[src/hw/rtl/pqdt_pkg.sv]
package pqdt_pkg;

    localparam int FUNC_W = 2;
    localparam int INDEX_W = 11;
    localparam int VALUE_W = 16;
    localparam int SUB_W = 5;
    localparam int CENT_W = 6;
    localparam int DIST_W = 32;

    localparam logic [FUNC_W-1:0] FUNC_LOAD_CB = 2'd0;
    localparam logic [FUNC_W-1:0] FUNC_LOAD_MEAN = 2'd1;
    localparam logic [FUNC_W-1:0] FUNC_QUERY = 2'd2;

    typedef struct packed {
        logic [FUNC_W-1:0]         func;
        logic [INDEX_W-1:0]        index;
        logic signed [VALUE_W-1:0] value;
    } t_in_item;

    typedef struct packed {
        logic [SUB_W-1:0]  subspace;
        logic [CENT_W-1:0] centroid;
        logic [DIST_W-1:0] distance;
        logic              last;
    } t_out_item;

    // Commands from the controller to the datapath.
    typedef struct packed {
        logic in_acc;
        logic prep;
        logic issue;
        logic emit;
    } t_dp_cmd;

    // Status from the datapath to the controller.
    typedef struct packed {
        logic query_ok;
        logic last_elem;
        logic issue_last;
        logic pipe_busy;
        logic emit_last;
        logic out_free;
    } t_dp_stat;

endpackage

[src/hw/rtl/pqdt_ctrl.sv]
module pqdt_ctrl (
    input  logic               i_clk,
    input  logic               i_rst_n,
    input  logic               i_in_valid,
    input  pqdt_pkg::t_dp_stat i_stat,
    output logic               o_in_stall,
    output pqdt_pkg::t_dp_cmd  o_cmd
);

    typedef enum logic [2:0] {
        S_IDLE,
        S_PREP,
        S_ACC,
        S_DRAIN,
        S_EMIT
    } t_state;

    t_state r_state;
    t_state n_state;

    always_comb begin
        n_state = r_state;
        o_cmd = '0;
        unique case (r_state)
            S_IDLE: begin
                o_cmd.in_acc = i_in_valid;
                if (i_in_valid && i_stat.query_ok) begin
                    n_state = S_PREP;
                end
            end
            S_PREP: begin
                o_cmd.prep = 1'b1;
                n_state = S_ACC;
            end
            S_ACC: begin
                o_cmd.issue = 1'b1;
                if (i_stat.issue_last) begin
                    n_state = S_DRAIN;
                end
            end
            S_DRAIN: begin
                if (!i_stat.pipe_busy) begin
                    n_state = i_stat.last_elem ? S_EMIT : S_IDLE;
                end
            end
            S_EMIT: begin
                o_cmd.emit = i_stat.out_free;
                if (i_stat.out_free && i_stat.emit_last) begin
                    n_state = S_IDLE;
                end
            end
            default: begin
                n_state = S_IDLE;
            end
        endcase
    end

    always_ff @(posedge i_clk) begin
        if (!i_rst_n) begin
            r_state <= S_IDLE;
        end else begin
            r_state <= n_state;
        end
    end

    assign o_in_stall = (r_state != S_IDLE);

    // The square-and-add pipeline must be empty whenever a new item can enter.
    a_idle_drained: assert property (@(posedge i_clk) disable iff (!i_rst_n)
        (r_state == S_IDLE) |-> !i_stat.pipe_busy)
        else $error("pipeline busy while idle");

    // Emission reads the sums, so no accumulation may still be in flight.
    a_emit_drained: assert property (@(posedge i_clk) disable iff (!i_rst_n)
        (r_state == S_EMIT) |-> !i_stat.pipe_busy)
        else $error("emitting with accumulation in flight");

    a_last_issue: assert property (@(posedge i_clk) disable iff (!i_rst_n)
        (o_cmd.issue && i_stat.issue_last) |=> (r_state == S_DRAIN))
        else $error("issue did not stop after the last centroid");

endmodule

[config.mk]
export PLATFORM = sky130hd
export DESIGN_NAME = pqdt_ctrl
export DESIGN_NICKNAME = d
export VERILOG_FILES = /design/src/hw/rtl/pqdt_pkg.sv /design/src/hw/rtl/pqdt_ctrl.sv
export SDC_FILE = /design/constraint.sdc
export NUM_CORES = 1
export LEC_CHECK = 0
export ABC_CLOCK_PERIOD_IN_PS = 1000
export BUFFER_PORTS_ARGS = -buffer_cell sky130_fd_sc_hd__buf_2
export CORE_AREA = 4 4 41 43
export CTS_CLUSTER_DIAMETER = 120
export CTS_CLUSTER_SIZE = 14
export DETAILED_ROUTE_END_ITERATION = 12
export DIE_AREA = 0 0 45 47
export HOLD_SLACK_MARGIN = 0.1
export PLACE_DENSITY = 0.41
export SLEW_MARGIN = 25
export SYNTH_ARGS = -nofsm -noshare
export SYNTH_HDL_FRONTEND = slang
export SYNTH_SLANG_ARGS = --single-unit
[constraint.sdc]
create_clock -name i_clk -period 1 [get_ports i_clk]
set_input_delay 0.05 -clock i_clk [delete_from_list [all_inputs] [get_ports i_clk]]
set_output_delay 0.05 -clock i_clk [all_outputs]
set_load 0.05 [all_outputs]
==> summary.txt, run 1 <==
Reg2reg path depth = 4
Number of global-route vias before repair = 234
Placed cell count = 53
Post-synth top area share = 0.343
Share of layout cells above drive strength 1 = 0.652
Critical path origin = r_state[1]
Worst EP required = 0.95 ns
Number of I/O pins = 14
TritonRoute pass-1 iters = 2
Rel. slew slack = 0.835
RePlAce Congestion = 0.629
Fin crit share = 1.23
Pin count of the biggest net entering global routing = 7
Avg Vias per Cell = 4.11
Worst R2R End = r_state[0]
Hold Path End = r_state[2]
Setup WS post-layout = -0.228 ns
Final Hold Fails = 0
GR Util All Layers = 0.0623
Outcome = finished with violations
RSZ-0062 raised after global routing = true
Drc violations = 0
Avg Cell Area, Syn = 8.34 sq um
# Max-Cap Violations = 0
Initial antenna violation count = 0
Synth warnings = 0
H-tree levels = 1
DPL Wire Length = 432 microns
# rows = 13
Largest cells by area after synthesis = dfxtp_1, nor3b_1, nand2_1
Non-Filler Instances = 61
Fmax = 815 MHz
Top cell type by total area after synthesis = dfxtp_1
Synth unique cells = 16
Synth Register Bits = 3
Clock slew at reported path FFs = 0.04 ns
Post-route design area = 430 sq um
VDD IR max = 0.000437 V
Failing checks = setup timing
CP startpoint kind = register
Largest stage delay on the critical path = 0.39 ns
Final Max Slew Viols = 0
Die Ht = 47 microns
Leakage = 0.000199 uW
Post-Route Skew = 0.00188 ns
Latest clock arrival within the worst-skew pair = 0.23 ns
Placed cell area = 307 sq um
Hold path start = i_stat[1]
Post-synthesis sequential area ratio = 0.343
Post-synth top cells = dfxtp_1, nand2_1, nor3b_1
Sink Count = 3
Area of the multi-input gates = 150 sq um
Top reg by flops = r_state
Post-synth EDFFs = 0
Sequential Area = 62.6 sq um
P&R area growth vs syn = 146%
Ys flop type = dfxtp_1
Initial DRC count = 8
CP max stage cell = or3_4
CTS tree = built
Net count, final = 56
Port bufs = 13
Number of fillers in the final layout = 145
Detailed-route wire length = 558 microns
Routed vias = 251
Pwr dens = 1480 mW/mm^2
Die ar. = 0.00212 sq mm
Depth of the worst hold-timing path = 4
Largest registers = r_state (3)
Die Width = 45 microns
Setup violators final = 7
Reg2Reg Setup Slack = -0.05 ns
Root Buffer = clkbuf_4
Hold Path Class = input pin to register
Cells after synthesis = 21
Syn Nets = 30
Asr flop ratio synth = 0
Max reg flops = 3
DR WL/cell = 9.15 microns
N_diodes = 0
Worst Path Max Fanout = 3
Post-route antenna net violation count = 0
Worst-case clock buffer depth = 2
TritonCTS Buffers = 3
Tightest Pin Transition = 0.249 ns
Critical path cell sequence = or3_4 -> nor2_4 -> buf_6
R2R Path Start = r_state[1]
Initial Util = 0.135
Grt total ovfl = 0
Synthesized cell area = 175 sq um
CP endpoint kind = primary output
First-pass GRT wire length = 910 microns
Core region area = 0.00130 sq mm
Crit path DAT = 1.18 ns
Tmin final = 1.23 ns
WS Path Type = register to primary output
Worst hold slack = 0.108 ns
## kinds of logic (layout without fill, tap and decap cells)
kind of cell,after synthesis,after routing,synth area share
and+or+nand+nor,15,15,0.557
buffers and inverters,1,26,0.0214
DFF,3,3,0.343
AOI/OAI and AO/OA,2,2,0.0786
## metal layers
| layer | global-route usage | up-vias | share of wire |
|---|---|---|---|
| met5 | 0 | - | 0 |
| met4 | 0.0175 | 0 | 0 |
| met3 | 0.0460 | 0 | 0.12 |
| met2 | 0.0932 | 13 | 0.42 |
| met1 | 0.0701 | 111 | 0.46 |
| li1 | - | 127 | - |
## layout by cell type, fill, tap and decap left out
| master | synthesis | final |
|---|---|---|
| and3_1 | 1 | 1 |
| inv_1 | 1 | 1 |
| nand2_1 | 3 | 3 |
| a21oi_1 | 1 | 1 |
| nand2b_1 | 1 | 1 |
| dfxtp_1 | 3 | 1 |
| nor3_2 | 0 | 1 |
| nand3b_1 | 1 | 1 |
| and3b_2 | 1 | 1 |
| nand4b_1 | 1 | 1 |
| nor3b_4 | 0 | 2 |
| nor2_4 | 0 | 1 |
| a221oi_2 | 0 | 1 |
| dfxtp_2 | 0 | 2 |
| buf_2 | 0 | 9 |
| nor2_1 | 1 | 1 |
| dlygate4sd3_1 | 0 | 3 |
| buf_6 | 0 | 7 |
| nand4_1 | 1 | 1 |
| clkbuf_1 | 0 | 1 |
| buf_4 | 0 | 2 |
| clkbuf_4 | 0 | 3 |
| or3_4 | 1 | 1 |
## final cells by class
class,count,share of cell area
clock buffers,4,0.0610
well taps,15,0.0436
repair buffers,21,0.392
inverters,1,0.00872
flip-flops and latches,3,0.145
multi-input cells,17,0.349
## critical path: cells and delay by family (launching register included)
| family | cells | cell delay [ns] |
|---|---|---|
| buffers and inverters | 1 | 0.15 |
| DFF | 1 | 0.31 |
| and+or+nand+nor | 2 | 0.48 |
## stage by stage
stage               power, uW   util  TNS [ns]  setup WS (ns)
floorplan                 291      -    -0.322         -0.160
global placement          365  0.236   -0.0694        -0.0694
detailed placement        364  0.236   -0.0801        -0.0801
CTS                       636  0.318    -0.808         -0.244
global route              672  0.331     -1.33         -0.285
finish                    635  0.331    -0.967         -0.228
## power breakdown
group          internal, uW  leakage [uW]  switching (uW)
registers               133     0.0000253            7.98
clock network           149     0.0000150            60.3
logic                   131      0.000159             154
total                   413      0.000199             222
## what timing repair did
action | CTS | global route
resized for setup | 13 | 2
hold buffers | 3 | 0
setup endpoints to repair | 6 | 6
buffers inserted | 0 | 1
hold endpoints to repair | 2 | 0
pin swaps | 3 | 0
## worst max path at each step
stage,to,depth (start not counted)
floorplan,o_cmd[3],2
global placement,o_cmd[3],3
detailed placement,o_cmd[3],3
CTS,o_cmd[3],3
global route,o_cmd[3],3
finish,o_cmd[3],3
(Power assumes the default switching activity.)
==> run 2, diff against run 1 <==
--- a/config.mk
+++ b/config.mk
@@ -14,6 +14,7 @@
 export DIE_AREA = 0 0 45 47
 export HOLD_SLACK_MARGIN = 0.1
 export PLACE_DENSITY = 0.41
+export RECOVER_POWER = 25
 export SLEW_MARGIN = 25
 export SYNTH_ARGS = -nofsm -noshare
 export SYNTH_HDL_FRONTEND = slang
==> run 2 against run 1 <==
Compared with the run above: the run still ends with setup timing left; total power is essentially flat; setup slack unchanged; via count is the same; combinational power is essentially flat; global-route usage stayed put; sequential power about the same; critical endpoint unchanged.
==> summary.txt, run 2 (synthesis gave the netlist of run 1 again) <==
Internal power = 413 uW (about the same)
CP max stage cell = or3_4
Crit path DAT = 1.18 ns (about the same)
N_diodes = 0 (unchanged)
Avg Vias per Cell = 4.11 (unchanged)
Commonest non-fill, non-tap cell in the layout = buf_2
Share of layout cells above drive strength 1 = 0.630 (-0.0217)
CP startpoint kind = register
WS Path Type = register to primary output
M1 GR Usage = 0.0701 (unchanged)
Fmax = 815 MHz (unchanged)
Largest registers = r_state (3)
Root Buffer = clkbuf_4
Max reg flops = 3 (unchanged)
Post-Route Skew = 0.00188 ns (unchanged)
TritonCTS Buffers = 3 (unchanged)
Routed vias = 251 (unchanged)
Final Max Slew Viols = 0 (unchanged)
Met3 global-route usage = 0.0460 (unchanged)
Post-route antenna net violation count = 0 (unchanged)
Die Width = 45 microns (unchanged)
Net count, final = 56 (unchanged)
Core region area = 0.00130 sq mm (unchanged)
DR WL/cell = 9.08 microns (-0.72%)
Setup WS post-layout = -0.228 ns (unchanged)
Sequential Power Share = 0.221 (about the same)
Hold Path Class = input pin to register
Die Ht = 47 microns (unchanged)
Most Crowded Layer GR = met2
Initial Util = 0.135 (unchanged)
Proportion of power drawn by the clock network = 0.330 (about the same)
Switching share of total power = 0.350 (about the same)
Commonest non-fill, non-tap cells in the layout = buf_2, buf_6, nand2_1, clkbuf_4, dlygate4sd3_1
Port bufs = 13 (unchanged)
Number of global-route vias before repair = 234 (unchanged)
Comb power frac = 0.449 (about the same)
Worst Path Max Fanout = 3 (unchanged)
Leakage = 0.000200 uW (+0.30%)
Tmin final = 1.23 ns (unchanged)
P&R area growth vs syn = 145%
CTS tree = built
Critical path cell sequence = or3_4 -> nor2_4 -> buf_6
Crit-path leading delay family = simple AND/OR/NAND/NOR gates
TritonRoute pass-1 iters = 2 (unchanged)
Pwr dens = 1480 mW/mm^2 (+0.26%)
# Max-Cap Violations = 0 (unchanged)
Drc violations = 0 (unchanged)
RePlAce Congestion = 0.629 (unchanged)
Post-Place Worst Slack = -0.0801 ns (unchanged)
Placed cell count = 53 (unchanged)
First-pass GRT wire length = 910 microns (unchanged)
Top reg by flops = r_state
Number of I/O pins = 14 (unchanged)
Initial antenna violation count = 0 (unchanged)
RSZ-0062 raised after global routing = true
Sink Count = 3 (unchanged)
H-tree levels = 1 (unchanged)
Latest clock arrival within the worst-skew pair = 0.23 ns (about the same)
VDD IR max = 0.000437 V (about the same)
Grt total ovfl = 0 (unchanged)
Non-Filler Instances = 61 (unchanged)
GR Util All Layers = 0.0623 (unchanged)
Pin count of the biggest net entering global routing = 7 (unchanged)
Largest stage delay on the critical path = 0.39 ns (about the same)
Failing checks = setup timing
Rel. slew slack = 0.835 (unchanged)
Post-Route Utilization = 0.330 (-0.000961)
Tightest Pin Transition = 0.249 ns (unchanged)
Power Total = 635 uW (about the same)
Fin crit share = 1.23 (unchanged)
Setup violators final = 7 (unchanged)
CP bufs+invs = 1 (unchanged)
Met2 Usage GRT = 0.0932 (unchanged)
Worst-case clock buffer depth = 2 (unchanged)
Final Hold Fails = 0 (unchanged)
Die ar. = 0.00212 sq mm (unchanged)
Outcome = finished with violations
DPL Wire Length = 432 microns (unchanged)
Initial DRC count = 9 (+1)
TNS Setup = -0.950 ns (+0.0171 ns)
Clock slew at reported path FFs = 0.04 ns (about the same)
Worst EP required = 0.95 ns (about the same)
Number of fillers in the final layout = 146 (+0.69%)
CP endpoint kind = primary output
Sw Pwr = 222 uW (about the same)
Detailed-route wire length = 554 microns (-0.72%)
# rows = 13 (unchanged)
-- run 2: cell count changes in the layout (fill, tap and decap cells not counted) --
cell / delta
and3b_1: +1
and3b_2: -1
-- run 2: cell type report --
cell class                 count  area, sq um  share of cell area
inverter                       1         3.75             0.00875
clock buffer                   4         26.3              0.0612
multi-input combinational     17          149               0.347
sequential                     3         62.6               0.146
timing repair buffer          21          169               0.394
tap                           15         18.8              0.0437
-- run 2: power by group through the flow --
| stage | clock (uW) | combinational (uW) | sequential, uW |
|---|---|---|---|
| 5_1_grt | 226 | 303 | 143 |
| 2_1_floorplan | 0 | 143 | 148 |
| 4_1_cts | 221 | 274 | 141 |
| 3_5_place_dp | 0 | 223 | 141 |
| 3_3_place_gp | 0 | 224 | 141 |
| 6_report | 210 | 285 | 141 |
-- run 2: per-stage QoR --
step / cell area, sq um / hold WS (ns)
global route: 429 / 0.121
floorplan: 193 / 0.198
CTS: 414 / 0.108
finish: 429 / 0.108
global placement: 307 / 0.312
detailed placement: 307 / 0.313
-- run 2: timing repair --
action | 4_1_cts | 5_1_grt
pin swaps | 3 | 0
gates resized for setup | 13 | 2
setup endpoints to repair | 6 | 6
endpoints found under the hold margin | 2 | 0
hold buffers | 3 | 0
cloned | 0 | 0
setup buffers | 0 | 1
-- run 2: worst paths after layout --
path,startpoint,end,slack [ns],cells after the start
worst max-delay path,r_state[1],o_cmd[3],-0.23,3
worst min-delay path,i_stat[1],r_state[2],0.11,4
worst max register to register,r_state[1],r_state[0],-0.05,4
worst min register to register,r_state[0],r_state[0],0.56,2
-- run 2: worst min-delay path, cell delays in order --
cell and delay (ns):
buf_2 0.07, nand2_1 0.04, nand4_1 0.08, nand2_1 0.04
-- run 2: routing by layer --
layer | vias to the layer above | share of wire
met5 | - | 0
met4 | 0 | 0
met3 | 0 | 0.12
met2 | 13 | 0.42
met1 | 111 | 0.46
li1 | 127 | -
==> run 3, diff against run 2 <==
--- a/config.mk
+++ b/config.mk
@@ -13,7 +13,7 @@
 export DETAILED_ROUTE_END_ITERATION = 12
 export DIE_AREA = 0 0 45 47
 export HOLD_SLACK_MARGIN = 0.1
-export PLACE_DENSITY = 0.41
+export PLACE_DENSITY_LB_ADDON = 0.1
 export RECOVER_POWER = 25
 export SLEW_MARGIN = 25
 export SYNTH_ARGS = -nofsm -noshare
==> constraint.sdc (replaced) <==
create_clock -name i_clk -period 1 [get_ports i_clk]
set_input_delay 0.1 -clock i_clk [delete_from_list [all_inputs] [get_ports i_clk]]
set_output_delay 0.1 -clock i_clk [all_outputs]
set_load 0.05 [all_outputs]
==> run 3 against run 2 <==
Compared with the run above: the run still ends with setup timing left; die area unchanged; register-to-register slack about the same; global-route usage up 1.3 points; non-clock buffer count down 1; setup slack worse by 0.049 ns; sequential cell count unchanged; total power up 1.1%; clock skew up 0.0041 ns; combinational power up 1%; final cell count down 1.6%; critical path type unchanged.
==> summary.txt, run 3 (synthesis gave the netlist of run 1 again) <==
Sequential Area = 63.8 sq um (+2.0%)
Core region area = 0.00130 sq mm (unchanged)
Final Max Slew Viols = 0 (unchanged)
Max reg flops = 3 (unchanged)
Grt total ovfl = 0 (unchanged)
Die Width = 45 microns (unchanged)
Crit path DAT = 1.18 ns (about the same)
Initial antenna violation count = 0 (unchanged)
WS Path Type = register to primary output
DR WL/cell = 10.8 microns (+18%)
Worst Path Max Fanout = 3 (unchanged)
Clock slew at reported path FFs = 0.04 ns (about the same)
Hold Path End = r_state[2]
Latest clock arrival within the worst-skew pair = 0.23 ns (about the same)
H-tree levels = 1 (unchanged)
Worst EP required = 0.90 ns (-0.05 ns)
# rows = 13 (unchanged)
Reg2Reg Setup Slack = -0.05 ns (about the same)
Die Ht = 47 microns (unchanged)
DPL Wire Length = 507 microns (+17%)
Worst-case clock buffer depth = 2 (unchanged)
Routed vias = 247 (-1.6%)
Tightest Pin Transition = 0.250 ns (+0.00103 ns)
Number of global-route vias before repair = 272 (+16%)
Commonest non-fill, non-tap cell in the layout = buf_2
Depth of the worst hold-timing path = 3 (-1)
Setup WS post-layout = -0.277 ns (-0.0493 ns)
Post-Route Skew = 0.00601 ns (+0.00413 ns)
Power Total = 642 uW (+1.1%)
RSZ-0062 raised after global routing = true
TritonCTS Buffers = 3 (unchanged)
Initial Util = 0.135 (unchanged)
Failing checks = setup timing
Hold path start = i_stat[4]
P&R area growth vs syn = 148%
N_diodes = 0 (unchanged)
Post-route antenna net violation count = 0 (unchanged)
Proportion of power drawn by the clock network = 0.332 (+0.002)
Pin count of the biggest net entering global routing = 5 (-2)
Leakage = 0.000201 uW (+0.94%)
Die ar. = 0.00212 sq mm (unchanged)
Comb power frac = 0.450 (about the same)
Number of fillers in the final layout = 158 (+8.2%)
Worst hold slack = 0.110 ns (+0.00232 ns)
Switching share of total power = 0.360 (+0.00978)
RePlAce Congestion = 0.661 (+5.1%)
Hold Path Class = input pin to register
# Max-Cap Violations = 0 (unchanged)
Fin crit share = 1.28 (+0.0493)
Pwr dens = 1480 mW/mm^2 (about the same)
Internal power = 411 uW (-0.38%)
Fmax = 783 MHz (-3.9%)
CTS Hold Buffers Added = 0 (-3)
Reg2reg path depth = 5 (+1)
Initial DRC count = 0 (-9)
Top reg by flops = r_state
Sw Pwr = 231 uW (+4.0%)
Area of the multi-input gates = 164 sq um (+10%)
Setup violators final = 6 (-1)
First-pass GRT wire length = 1080 microns (+19%)
Port bufs = 13 (unchanged)
Sink Count = 3 (unchanged)
Worst R2R End = r_state[2]
Rel. slew slack = 0.834 (about the same)
Detailed-route wire length = 645 microns (+16%)
Avg Vias per Cell = 4.12 (about the same)
Net count, final = 55 (-1.8%)
TritonRoute pass-1 iters = 1 (-1)
R2R Path Start = r_state[0]
Tmin final = 1.28 ns (+0.0493 ns)
Number of I/O pins = 14 (unchanged)
Final Hold Fails = 0 (unchanged)
Share of layout cells above drive strength 1 = 0.800 (+0.170)
Sequential Power Share = 0.219 (-0.002)
VDD IR max = 0.000490 V (+12%)
CP startpoint kind = register
CP endpoint kind = primary output
Drc violations = 0 (unchanged)
GR Util All Layers = 0.0758 (+0.0135)
Commonest non-fill, non-tap cells in the layout = buf_2, buf_6, buf_4
CTS tree = built
Largest registers = r_state (3)
Outcome = finished with violations
Root Buffer = clkbuf_4
run 3: stage by stage:
step	utilization	setup slack (ns)	std cells	instance area [sq um]	setup TNS, ns
after floorplan	-	-0.210	21	194	-0.472
after global placement	0.248	-0.117	55	323	-0.252
after detailed placement	0.248	-0.125	55	323	-0.299
after CTS	0.326	-0.294	60	424	-1.17
after global routing	0.334	-0.326	60	434	-1.39
final	0.334	-0.277	60	434	-1.09
run 3: how the worst max path moves through the flow:
stage               startpoint       end  slack (ns)
global route        r_state[0]  o_cmd[3]       -0.33
CTS                 r_state[0]  o_cmd[3]       -0.29
floorplan           r_state[0]  o_cmd[3]       -0.21
detailed placement  r_state[1]  o_cmd[3]       -0.12
finish              r_state[1]  o_cmd[3]       -0.28
global placement    r_state[1]  o_cmd[3]       -0.12
run 3: area by class of cell:
class	instances	area share
well taps	15	0.0432
multi-input cells	17	0.378
repair buffers	20	0.363
clock buffers	4	0.0605
inverters	1	0.00865
flip-flops and latches	3	0.147
run 3: power by group through the flow:
stage,sequential [uW],clock [uW],combinational [uW]
global route,142,236,305
floorplan,148,0,143
global placement,141,0,234
CTS,141,228,284
finish,141,213,289
detailed placement,141,0,236
run 3: routing by layer:
metal	global-route usage	up-vias	share of wire
met4	0.0526	0	0
met1	0.0703	111	0.36
li1	-	127	-
met5	0	-	0
met2	0.124	9	0.52
met3	0.0460	0	0.11
run 3: what timing repair did:
action                                  CTS  global route
endpoints found under the setup margin    7             8
pin swaps                                 5             1
resized for setup                        18             2
buffers inserted                          1             0
run 3: worst max-delay path, stage by stage, from the launching register on:
cell	delay [ns]
dfxtp_2	0.33
or3_4	0.38
nor2_4	0.09
buf_6	0.16
